## src/contiguous_slot_allocator_macros.svh

```systemverilog
// assertion macros for the slot allocator
`ifndef CONTIGUOUS_SLOT_ALLOCATOR_MACROS_SVH
`define CONTIGUOUS_SLOT_ALLOCATOR_MACROS_SVH

// same-cycle implication, off during reset
`define SCA_ASSERT_IMP(lbl, clk, rst_n, ante, cons) \
    lbl: assert property (@(posedge clk) disable iff (!rst_n) (ante) |-> (cons)) \
        else $error("assertion failed");

// next-cycle implication, off during reset
`define SCA_ASSERT_NXT(lbl, clk, rst_n, ante, cons) \
    lbl: assert property (@(posedge clk) disable iff (!rst_n) (ante) |=> (cons)) \
        else $error("assertion failed");

`endif

```

## src/sca_pkg.sv

```systemverilog
// ----------------------------------------------------------------------------
// sca_pkg
// Types and codes shared by the contiguous slot allocator.
// ----------------------------------------------------------------------------
`default_nettype none

package sca_pkg;

    // fit strategy register codes
    typedef enum logic [1:0] {
        STRAT_FIRST = 2'd0,
        STRAT_NEXT  = 2'd1,
        STRAT_BEST  = 2'd2,
        STRAT_WORST = 2'd3
    } strat_t;

    // controller states
    typedef enum logic [2:0] {
        ST_IDLE,
        ST_SCAN,
        ST_DECIDE,
        ST_WRITE,
        ST_DONE
    } state_t;

    // request word
    typedef struct packed {
        logic [7:0] owner_id;
        logic [5:0] request_size;
    } req_t;

    // result word
    typedef struct packed {
        logic       granted;
        logic [4:0] start_slot;
        logic [7:0] granted_owner;
    } rsp_t;

endpackage

`default_nettype wire

```

## src/sca_cell.sv

```systemverilog
// ----------------------------------------------------------------------------
// sca_cell
// One slot of the rotating slot ring: used flag and owner id.
// ----------------------------------------------------------------------------
`default_nettype none

module sca_cell #(
    parameter int OWNER_BITS = 8
) (
    input  wire logic                  clk,
    input  wire logic                  rst_n,
    input  wire logic                  shift_en,
    input  wire logic [OWNER_BITS:0]   d,
    output logic      [OWNER_BITS:0]   q
);

    logic [OWNER_BITS:0] slot_reg;

    // take the neighbor's slot on each shift
    always_ff @(posedge clk or negedge rst_n)
    begin
        if (!rst_n)
        begin
            slot_reg <= '0;
        end
        else if (shift_en)
        begin
            slot_reg <= d;
        end
    end

    assign q = slot_reg;

endmodule

`default_nettype wire

```

## src/sca_ctrl.sv

```systemverilog
// ----------------------------------------------------------------------------
// sca_ctrl
// Scan and write sequencer: watches the ring head, picks the run, marks it.
// ----------------------------------------------------------------------------
`default_nettype none
`include "contiguous_slot_allocator_macros.svh"

module sca_ctrl
    import sca_pkg::*;
#(
    parameter int SLOTS      = 32,
    parameter int OWNER_BITS = 8
) (
    input  wire logic                  clk,
    input  wire logic                  rst_n,
    input  wire logic                  start,
    output logic                       busy,
    input  wire req_t                  req,
    output logic                       done,
    output rsp_t                       rsp,
    input  wire logic                  cfg_we,
    input  wire logic [1:0]            cfg_data,
    input  wire logic [OWNER_BITS:0]   head,
    output logic                       shift_en,
    output logic      [OWNER_BITS:0]   tail
);

    localparam int CW = $clog2(SLOTS + 1);

    state_t                state_reg, state_next;
    strat_t                strat_reg;
    logic [CW-1:0]         cnt_reg, cnt_next;
    logic [CW-1:0]         len_reg, len_next;
    logic [OWNER_BITS-1:0] owner_reg, owner_next;
    logic [CW-1:0]         rover_reg, rover_next;
    logic [CW-1:0]         run_len_reg, run_len_next;
    logic [CW-1:0]         run_start_reg, run_start_next;
    logic                  ff_found_reg, ff_found_next;
    logic [CW-1:0]         ff_pos_reg, ff_pos_next;
    logic                  nf_found_reg, nf_found_next;
    logic [CW-1:0]         nf_pos_reg, nf_pos_next;
    logic                  hf_found_reg, hf_found_next;
    logic [CW-1:0]         hf_pos_reg, hf_pos_next;
    logic [CW-1:0]         hf_len_reg, hf_len_next;
    logic [CW-1:0]         pick_reg, pick_next;
    rsp_t                  rsp_reg, rsp_next;

    logic [CW-1:0]         rl1;
    logic [CW:0]           cand;
    logic [CW:0]           run_end;
    logic                  close_run;
    logic                  better;
    logic                  hf_found_c;
    logic [CW-1:0]         hf_pos_c;
    logic [CW-1:0]         hf_len_c;
    logic                  found_c;
    logic [CW-1:0]         pos_c;
    logic                  in_run;
    logic [OWNER_BITS-1:0] owner_in;

    assign owner_in = OWNER_BITS'(req.owner_id);

    // state and payload registers
    always_ff @(posedge clk or negedge rst_n)
    begin
        if (!rst_n)
        begin
            state_reg    <= ST_IDLE;
            strat_reg    <= STRAT_FIRST;
            rover_reg    <= '0;
            cnt_reg      <= '0;
            ff_found_reg <= 1'b0;
            nf_found_reg <= 1'b0;
            hf_found_reg <= 1'b0;
            run_len_reg  <= '0;
        end
        else
        begin
            state_reg    <= state_next;
            rover_reg    <= rover_next;
            cnt_reg      <= cnt_next;
            ff_found_reg <= ff_found_next;
            nf_found_reg <= nf_found_next;
            hf_found_reg <= hf_found_next;
            run_len_reg  <= run_len_next;
            if (cfg_we)
            begin
                strat_reg <= strat_t'(cfg_data);
            end
        end
    end

    always_ff @(posedge clk)
    begin
        len_reg       <= len_next;
        owner_reg     <= owner_next;
        run_start_reg <= run_start_next;
        ff_pos_reg    <= ff_pos_next;
        nf_pos_reg    <= nf_pos_next;
        hf_pos_reg    <= hf_pos_next;
        hf_len_reg    <= hf_len_next;
        pick_reg      <= pick_next;
        rsp_reg       <= rsp_next;
    end

    // run tracking and run closing
    always_comb
    begin
        rl1     = run_len_reg + CW'(1);
        cand    = {1'b0, cnt_reg} + (CW+1)'(1) - {1'b0, len_reg};
        run_end = {1'b0, pick_reg} + {1'b0, len_reg};
        in_run  = (cnt_reg >= pick_reg) && ({1'b0, cnt_reg} < run_end);

        close_run = (state_reg == ST_DECIDE) || (state_reg == ST_SCAN && head[OWNER_BITS]);
        if (strat_reg == STRAT_WORST)
        begin
            better = run_len_reg > hf_len_reg;
        end
        else
        begin
            better = run_len_reg < hf_len_reg;
        end
        hf_found_c = hf_found_reg;
        hf_pos_c   = hf_pos_reg;
        hf_len_c   = hf_len_reg;
        if (close_run && run_len_reg != '0 && run_len_reg >= len_reg
            && (!hf_found_reg || better))
        begin
            hf_found_c = 1'b1;
            hf_pos_c   = run_start_reg;
            hf_len_c   = run_len_reg;
        end

        unique case (strat_reg)
            STRAT_FIRST:
            begin
                found_c = ff_found_reg;
                pos_c   = ff_pos_reg;
            end
            STRAT_NEXT:
            begin
                found_c = ff_found_reg;
                pos_c   = nf_found_reg ? nf_pos_reg : ff_pos_reg;
            end
            default:
            begin
                found_c = hf_found_c;
                pos_c   = hf_pos_c;
            end
        endcase
    end

    // sequencer
    always_comb
    begin
        state_next     = state_reg;
        cnt_next       = cnt_reg;
        len_next       = len_reg;
        owner_next     = owner_reg;
        rover_next     = rover_reg;
        run_len_next   = run_len_reg;
        run_start_next = run_start_reg;
        ff_found_next  = ff_found_reg;
        ff_pos_next    = ff_pos_reg;
        nf_found_next  = nf_found_reg;
        nf_pos_next    = nf_pos_reg;
        hf_found_next  = hf_found_c;
        hf_pos_next    = hf_pos_c;
        hf_len_next    = hf_len_c;
        pick_next      = pick_reg;
        rsp_next       = rsp_reg;
        shift_en       = 1'b0;
        tail           = head;

        unique case (state_reg)
            ST_IDLE:
            begin
                hf_found_next = 1'b0;
                if (start)
                begin
                    owner_next    = owner_in;
                    cnt_next      = '0;
                    run_len_next  = '0;
                    ff_found_next = 1'b0;
                    nf_found_next = 1'b0;
                    hf_len_next   = '0;
                    if (req.request_size != '0 && int'(req.request_size) <= SLOTS)
                    begin
                        len_next   = CW'(req.request_size);
                        state_next = ST_SCAN;
                    end
                    else
                    begin
                        rsp_next.granted       = 1'b0;
                        rsp_next.start_slot    = '0;
                        rsp_next.granted_owner = 8'(owner_in);
                        state_next             = ST_DONE;
                    end
                end
            end
            ST_SCAN:
            begin
                shift_en = 1'b1;
                cnt_next = cnt_reg + CW'(1);
                if (head[OWNER_BITS])
                begin
                    run_len_next = '0;
                end
                else
                begin
                    run_len_next = rl1;
                    if (run_len_reg == '0)
                    begin
                        run_start_next = cnt_reg;
                    end
                    if (rl1 >= len_reg)
                    begin
                        if (!ff_found_reg)
                        begin
                            ff_found_next = 1'b1;
                            ff_pos_next   = CW'(cand);
                        end
                        if (!nf_found_reg && CW'(cand) >= rover_reg)
                        begin
                            nf_found_next = 1'b1;
                            nf_pos_next   = CW'(cand);
                        end
                    end
                end
                if (int'(cnt_reg) == SLOTS - 1)
                begin
                    state_next = ST_DECIDE;
                end
            end
            ST_DECIDE:
            begin
                cnt_next  = '0;
                pick_next = pos_c;
                if (found_c)
                begin
                    state_next = ST_WRITE;
                end
                else
                begin
                    rsp_next.granted       = 1'b0;
                    rsp_next.start_slot    = '0;
                    rsp_next.granted_owner = 8'(owner_reg);
                    state_next             = ST_DONE;
                end
            end
            ST_WRITE:
            begin
                shift_en = 1'b1;
                cnt_next = cnt_reg + CW'(1);
                if (in_run)
                begin
                    tail = {1'b1, owner_reg};
                end
                if (int'(cnt_reg) == SLOTS - 1)
                begin
                    if (strat_reg == STRAT_NEXT)
                    begin
                        rover_next = (int'(run_end) >= SLOTS) ? '0 : CW'(run_end);
                    end
                    rsp_next.granted       = 1'b1;
                    rsp_next.start_slot    = 5'(pick_reg);
                    rsp_next.granted_owner = 8'(owner_reg);
                    state_next             = ST_DONE;
                end
            end
            ST_DONE:
            begin
                state_next = ST_IDLE;
            end
            default:
            begin
                state_next = ST_IDLE;
            end
        endcase
    end

    assign busy = (state_reg != ST_IDLE);
    assign done = (state_reg == ST_DONE);
    assign rsp  = rsp_reg;

    // checks
    `SCA_ASSERT_NXT(a_accept_busy, clk, rst_n, start && !busy, busy)
    `SCA_ASSERT_NXT(a_done_single, clk, rst_n, done, !done)
    `SCA_ASSERT_IMP(a_no_shift_idle, clk, rst_n, !busy, !shift_en)
    `SCA_ASSERT_IMP(a_rover_range, clk, rst_n, 1'b1, int'(rover_reg) < SLOTS)

endmodule

`default_nettype wire

```

## src/contiguous_slot_allocator.sv

```systemverilog
// ----------------------------------------------------------------------------
// contiguous_slot_allocator
// Allocates runs of contiguous free slots by first, next, best or worst fit.
// ----------------------------------------------------------------------------
// Usage:
//   A request word (owner_id, request_size) is taken when start is high and
//   busy is low. One result word (granted, start_slot, granted_owner) follows
//   on rsp with done high for exactly one cycle; the receiver cannot stall.
//   The slot map is a ring of SLOTS cells that rotates one slot per cycle
//   past a single sequencer while it scans or writes. The steps of a request:
//     accepted request:  scan trip, decide step, write trip, then done
//     refused size:      done straight after accept, with no scan
//     no fitting run:    scan trip and decide step, then done
//   busy stays high until the cycle after done, so one request is in work at
//   a time. The strategy register is written through cfg_we/cfg_data; the user
//   must write it only while idle, as the block itself does not enforce this.
//   Reset clears every slot to free, the rover to 0 and the strategy to
//   first fit, all at once.
// ----------------------------------------------------------------------------
`default_nettype none

module contiguous_slot_allocator
    import sca_pkg::*;
#(
    parameter int SLOTS      = 32,
    parameter int OWNER_BITS = 8
) (
    input  wire logic       clk,
    input  wire logic       rst_n,
    input  wire logic       start,
    output logic            busy,
    input  wire req_t       req,
    output logic            done,
    output rsp_t            rsp,
    input  wire logic       cfg_we,
    input  wire logic [1:0] cfg_data
);

    logic [OWNER_BITS:0] ring [SLOTS];
    logic [OWNER_BITS:0] tail;
    logic                shift_en;

    // sequencer
    sca_ctrl #(
        .SLOTS      (SLOTS),
        .OWNER_BITS (OWNER_BITS)
    ) u_ctrl (
        .clk      (clk),
        .rst_n    (rst_n),
        .start    (start),
        .busy     (busy),
        .req      (req),
        .done     (done),
        .rsp      (rsp),
        .cfg_we   (cfg_we),
        .cfg_data (cfg_data),
        .head     (ring[0]),
        .shift_en (shift_en),
        .tail     (tail)
    );

    // ring of slot cells, slot at cell 0 is the head
    for (genvar g = 0; g < SLOTS; g++)
    begin : g_cell
        if (g == SLOTS - 1)
        begin : g_last
            sca_cell #(.OWNER_BITS(OWNER_BITS)) u_cell (
                .clk      (clk),
                .rst_n    (rst_n),
                .shift_en (shift_en),
                .d        (tail),
                .q        (ring[g])
            );
        end
        else
        begin : g_mid
            sca_cell #(.OWNER_BITS(OWNER_BITS)) u_cell (
                .clk      (clk),
                .rst_n    (rst_n),
                .shift_en (shift_en),
                .d        (ring[g+1]),
                .q        (ring[g])
            );
        end
    end

endmodule

`default_nettype wire

```

## config.mk

```make
export PLATFORM = sky130hd
export DESIGN_NAME = contiguous_slot_allocator
export DESIGN_NICKNAME = d
export VERILOG_FILES = /design/src/sca_pkg.sv /design/src/sca_cell.sv /design/src/sca_ctrl.sv /design/src/contiguous_slot_allocator.sv
export VERILOG_INCLUDE_DIRS = /design/src /design/src/src
export SDC_FILE = /design/constraint.sdc
export NUM_CORES = 1
export LEC_CHECK = 0
export BUFFER_PORTS_ARGS = -buffer_cell sky130_fd_sc_hd__buf_4
export CAP_MARGIN = 40
export CORE_ASPECT_RATIO = 2
export CORE_UTILIZATION = 60
export CTS_BUF_LIST = sky130_fd_sc_hd__clkbuf_8
export DETAILED_ROUTE_END_ITERATION = 7
export PLACE_DENSITY = 0.79
export SLEW_MARGIN = 25
export SYNTH_ARGS = -nofsm -noshare
export SYNTH_HDL_FRONTEND = slang
export SYNTH_SLANG_ARGS = --single-unit
```

## constraint.sdc

```tcl
create_clock -name clk -period 6.8 [get_ports clk]
set_input_delay 1.02 -clock clk [delete_from_list [all_inputs] [get_ports clk]]
set_output_delay 1.02 -clock clk [all_outputs]
set_load 0.05 [all_outputs]
```

Word level (Yosys, flattened, before mapping) --
Cells that the tools add are included.
Word-level totals: register bits 378, input port bits 20, output and inout bits 16, word-level logic and storage cells 153
Cells by class: add/sub/neg operators 5, order comparisons 9, equality and inequality tests 15, muxes and demuxes 37, bitwise gates (word level) 2, reductions and logical operators 34
Operator list (count):
- two-way mux 14 bit | 4
- two-way mux 6 bit | 8
- case mux 14 bit (3 select lines) | 1
- >= comparator 6 bit | 4
- case mux 6 bit (2 select lines) | 2
- adder 6 x 1 -> 6 bit, second input constant | 3
- two-way mux 9 bit | 2
- case mux 6 bit (3 select lines) | 1
- two-way mux 3 bit | 5
- inequality test 2 bit, second input constant | 7
- case mux 3 bit (4 select lines) | 1
- AND reduction 3 bit | 4
- AND reduction 4 bit | 3
- nonzero test 6 bit | 2
- two-way mux 1 bit | 11
- AND reduction 5 bit | 2
- nonzero test 3 bit | 3
- adder 6 x 6 -> 7 bit | 1
- >= comparator 7 x 6 -> 1 bit, second input constant | 1
- logical AND 1 bit | 7
- less-than comparator 6 x 7 -> 1 bit | 1
- equality test 3 x 2 -> 1 bit, second input constant | 2
- equality test 6 bit, second input constant | 1
- > comparator 6 bit | 1
- other kinds (18) | 25

Depth between registers and ports, before layout --
word-level depth 10, depth in mapped cells 13, depth with buffers taken out 13

Modules after synthesis --
Synthesis repeated with hierarchy kept, for this count alone.
Second synthesis, totals: cell total of the unflattened synthesis 1050, area total of the unflattened synthesis 16833.6 um^2
Modules (own cells, without submodules):
- sca_cell | instances 32, cells an instance 19, area an instance 371.6 um^2, sequential area each 225.2 um^2
- sca_ctrl | instances 1, cells an instance 442, area an instance 4942.2 um^2, sequential area each 2452.4 um^2

Least setup slack after synthesis --
OpenSTA, ideal clock, no wires.
kind register -> register, start reg u_ctrl.len_reg[1], end reg u_ctrl.nf_pos_reg[0], enable pin, setup time 377 ps, data arrival time 2677 ps, required time 6423 ps, path slack 3746 ps, cell stages (with the launch flop) 13, buffers on the path 0, clock period less this slack 3054 ps, path through edfxtp_1 > ha_1 > inv_1 > ha_1 > inv_1 > fa_1 > xnor2_1 > ha_1 > nand2_1 > o21ai_0 > a21o_1 > a21oi_1 > nor3_1
Between the ends: longest elaborated chain between the ends 4, elaborated cells between the ends (all ways) 5, classes of those cells add/sub (1); order compare (2); reduce/logical (2)
Ends and longest elaborated chain:
- from (decl) | line sca_ctrl.sv:33 | logic [CW-1:0] len_reg, len_next;
- from (signal assigned) | line sca_ctrl.sv:95 | len_reg <= len_next;
- subtractor 6 bit | line sca_ctrl.sv:110 | cand = {1'b0, cnt_reg} + (CW+1)'(1) - {1'b0, len_reg};
- named net u_ctrl.cand[3] | line sca_ctrl.sv:49 | logic [CW:0] cand;
- >= comparator 6 bit | line sca_ctrl.sv:223 | if (!nf_found_reg && CW'(cand) >= rover_reg)
- logical AND 1 bit | line sca_ctrl.sv:223
- AND reduction 4 bit (no line)
- to (signal assigned) | line sca_ctrl.sv:99 | nf_pos_reg <= nf_pos_next;
- to (decl) | line sca_ctrl.sv:41 | logic [CW-1:0] nf_pos_reg, nf_pos_next;
The timed path passes the listed nets, and every way through them passes these cells. A chain may end at the register's enable or synchronous reset.

Worst setup path in the final report --
start reg u_ctrl.cnt_reg[1], end reg u_ctrl.nf_pos_reg[3], enable pin
Between the ends: longest elaborated chain between the ends 5
Ends and longest elaborated chain:
- from (decl) | line sca_ctrl.sv:32 | logic [CW-1:0] cnt_reg, cnt_next;
- from (signal assigned) | line sca_ctrl.sv:81 | cnt_reg <= cnt_next;
- adder 6 x 1 -> 6 bit | line sca_ctrl.sv:110
- subtractor 6 bit | line sca_ctrl.sv:110
- named net u_ctrl.cand[3] | line sca_ctrl.sv:49
- >= comparator 6 bit | line sca_ctrl.sv:223
- logical AND 1 bit | line sca_ctrl.sv:223
- AND reduction 4 bit (no line)
The timed path passes the listed nets, and every way through them passes these cells.

==> results by group <==
Power
  • Static Leak: 3.19 nW
  • Cell Pwr Density: 324 mW/mm2
  • Max IR drop VDD: 0.000216 V

Logic synthesis
  • Yosys warnings: 0
  • Top post-synthesis cells by count: nand2_1, dfrtp_1, ha_1
  • Post-synth EDFFs: 52
  • Most numerous cell in the Yosys netlist: nand2_1
  • Yosys reg bits: 122
  • Asr flop ratio synth: 47.5%
  • Mapped Avg Cell Area: 10.8 um2
  • Post-synthesis instance area: 0.00598 mm2
  • Register area share after synthesis: 54.4%
  • Biggest area consumer among synthesized cells: edfxtp_1
  • Area share of the largest cell type after synthesis: 26.1%
  • Main flop type after synthesis: dfrtp_1
  • Syn_nets: 631
  • Syn Inst Count: 556
  • Synth unique cells: 46
  • Top post-synthesis cells by area: edfxtp_1, dfrtp_1, ha_1

Floorplanning
  • Die area: 0.0104 mm2
  • Initial Util: 61.6%
  • Rows: 51
  • Core ar.: 0.00970 mm2
  • # IOs: 36
  • Die Width: 72.6 um
  • Die Height: 143 um

STA
  • Skew final: 10.2 ps
  • Peak Freq: 293 MHz
  • Slew Viols, Final: 0
  • Slew HR: 45.6%
  • Setup TNS: 0 ps
  • RSZ-0062 raised after global routing: false
  • Final setup viols: 0
  • Worst slew pin tran: 810 ps
  • Final min period: 3410 ps
  • Tightest hold margin: 420 ps
  • Final WS setup: 3390 ps
  • Period utilization: 50.2%
  • Hold Violations, Final: 0

CTS
  • Worst skew pair latency: 430 ps
  • Root Driver: clkbuf_8
  • Post CTS Setup Buffer Count: 0
  • Resized Gates After CTS: 0
  • CTS max path bufs: 2
  • CTS tree: done
  • Total CTS buffers: 17
  • H-Tree Depth: 4
  • Number of clock sinks: 122
  • Cts hold-fix bufs: 0
  • Clock slew at reported path FFs: 70 ps

Global route
  • Overall Global Routing Usage: 28.7%
  • Total global routing overflow: 0
  • Largest net degree at the start of global routing: 59
  • Number of global-route vias before repair: 4498
  • First-pass GRT wire length: 21.5 mm
  • Initial antenna violation count: 0

Detailed routing
  • Routed WL: 13.4 mm
  • Post-route DRC violation count: 0
  • Starting DRC count in detailed routing: 296
  • DR vias/cell: 5.75
  • Via count: 4264
  • First-pass detailed-route iteration total: 4
  • DR WL/cell: 18.1 um
  • Routed Antenna Nets: 0

Final layout
  • Non-Filler Instances: 741
  • Number of flip-flops under the largest register name: 31
  • Area grow syn2layout: 12.6%
  • # diodes: 0
  • Filler cells: 734
  • Final nets: 671
  • Final Util: 69.4%
  • Layout cell share with drive strength beyond 1: 13.6%

Place
  • Dpl hpwl: 10.1 mm
  • GP Congestion: 0.918
  • Post-place setup slack: 3370 ps
  • Buffers on Ports: 35
  • Placed Cells: 708

Setup path
  • Crit start category: flop
  • Critical Path RT: 6850 ps
  • CP arrival: 3470 ps
  • Critical Path Start: u_ctrl.cnt_reg[1]
  • Worst Setup End Kind: flop
  • Critical-path cell list: inv_1 -> ha_1 -> inv_1 -> ha_1 -> inv_1 -> fa_1 -> xnor2_1 -> ha_1 -> nand2_1 -> o21ai_0 -> a21o_1 -> a21oi_1 -> nor3_1
  • FF-to-FF End: u_ctrl.nf_pos_reg[3]
  • Worst reg2reg setup slack: 3390 ps
  • Crit path largest cell delay: 670 ps
  • R2R depth: 13
  • Worst R2R Start: u_ctrl.cnt_reg[1]
  • Setup Crit Path Kind: flop to flop
  • Critical path peak fanout: 6
  • Slowest cell on the critical path: nor3_1

Job
  • MaxCap Viol Count: 0

Hold path
  • Path type of the worst min-delay path: primary input to async pin

Status
  • Outcome: finished clean
==> worst max path at each step <==
stage / endpoint / slack (ps) / cells after the start
final: u_ctrl.nf_pos_reg[3] / 3390 / 13
after global routing: u_ctrl.nf_pos_reg[2] / 3200 / 13
after CTS: u_ctrl.nf_pos_reg[3] / 3360 / 13
after detailed placement: u_ctrl.nf_pos_reg[0] / 3370 / 13
after global placement: u_ctrl.nf_pos_reg[0] / 3530 / 13
after floorplan: u_ctrl.nf_pos_reg[0] / 3750 / 12
==> metal layers <==
metal	up-vias	GRT usage (%)	part of all wire (%)	routed length, um
met5	-	0	0	0
met2	174	51.0	54	7260
li1	2000	-	-	-
met4	0	23.9	8.2	1100
met1	2020	27.0	33	4390
met3	70	6.42	4.9	652
==> worst max-delay path: cells and delay by family, from the launching register on <==
kind                     cells  cell delay [ps]
XOR/XNOR                     1              180
AO/OA/AOI/OAI                3              360
adder cells (fa/ha/maj)      4             1140
AND/OR/NAND/NOR              2              730
flip-flops                   1              440
buffers and inverters        3              200
==> final cells by class <==
class	count	area, um2	area share (%)
clock buffers	19	262	3.88
clock inverters	13	85.1	1.26
inverters	43	161	2.40
multi-input cells	373	2500	37.1
flip-flops and latches	122	3250	48.3
well taps	132	165	2.45
repair buffers	39	310	4.61
==> kinds of logic after synthesis <==
| family | after synthesis | synth area share, % |
|---|---|---|
| compound gates | 88 | 9.92 |
| xor+xnor | 17 | 2.49 |
| fa+ha+maj | 55 | 11.8 |
| buf+inv | 61 | 3.89 |
| flops | 122 | 54.4 |
| mux | 19 | 3.54 |
| simple gates | 194 | 14.0 |
==> layout by cell type, fill, tap and decap left out, types with 8 or more instances in the layout <==
cell	netlist	final
a21o_1	16	16
nor3_1	8	8
buf_4	0	37
edfxtp_1	52	52
xnor2_1	10	10
dfxtp_1	12	12
dfrtp_1	58	58
nand2_1	126	126
clkbuf_8	0	19
ha_1	53	53
nor2_1	20	20
mux2_2	17	17
inv_1	42	45
nand3_1	10	10
o21ai_0	17	17
a21oi_1	23	23
a22o_1	10	10
==> stage by stage <==
step	instance area [um2]	power, mW
4_1_cts	6710	2.19
6_report	6730	2.18
2_1_floorplan	5980	1.41
5_1_grt	6730	2.29
3_5_place_dp	6360	1.62
3_3_place_gp	6350	1.59
==> report_power, final <==
group	switching [mW]	total, mW	internal, mW
registers	0.0928	0.969	0.876
logic	0.415	0.650	0.235
clock network	0.265	0.562	0.296
No activity file was read; power rests on OpenSTA's default activity.
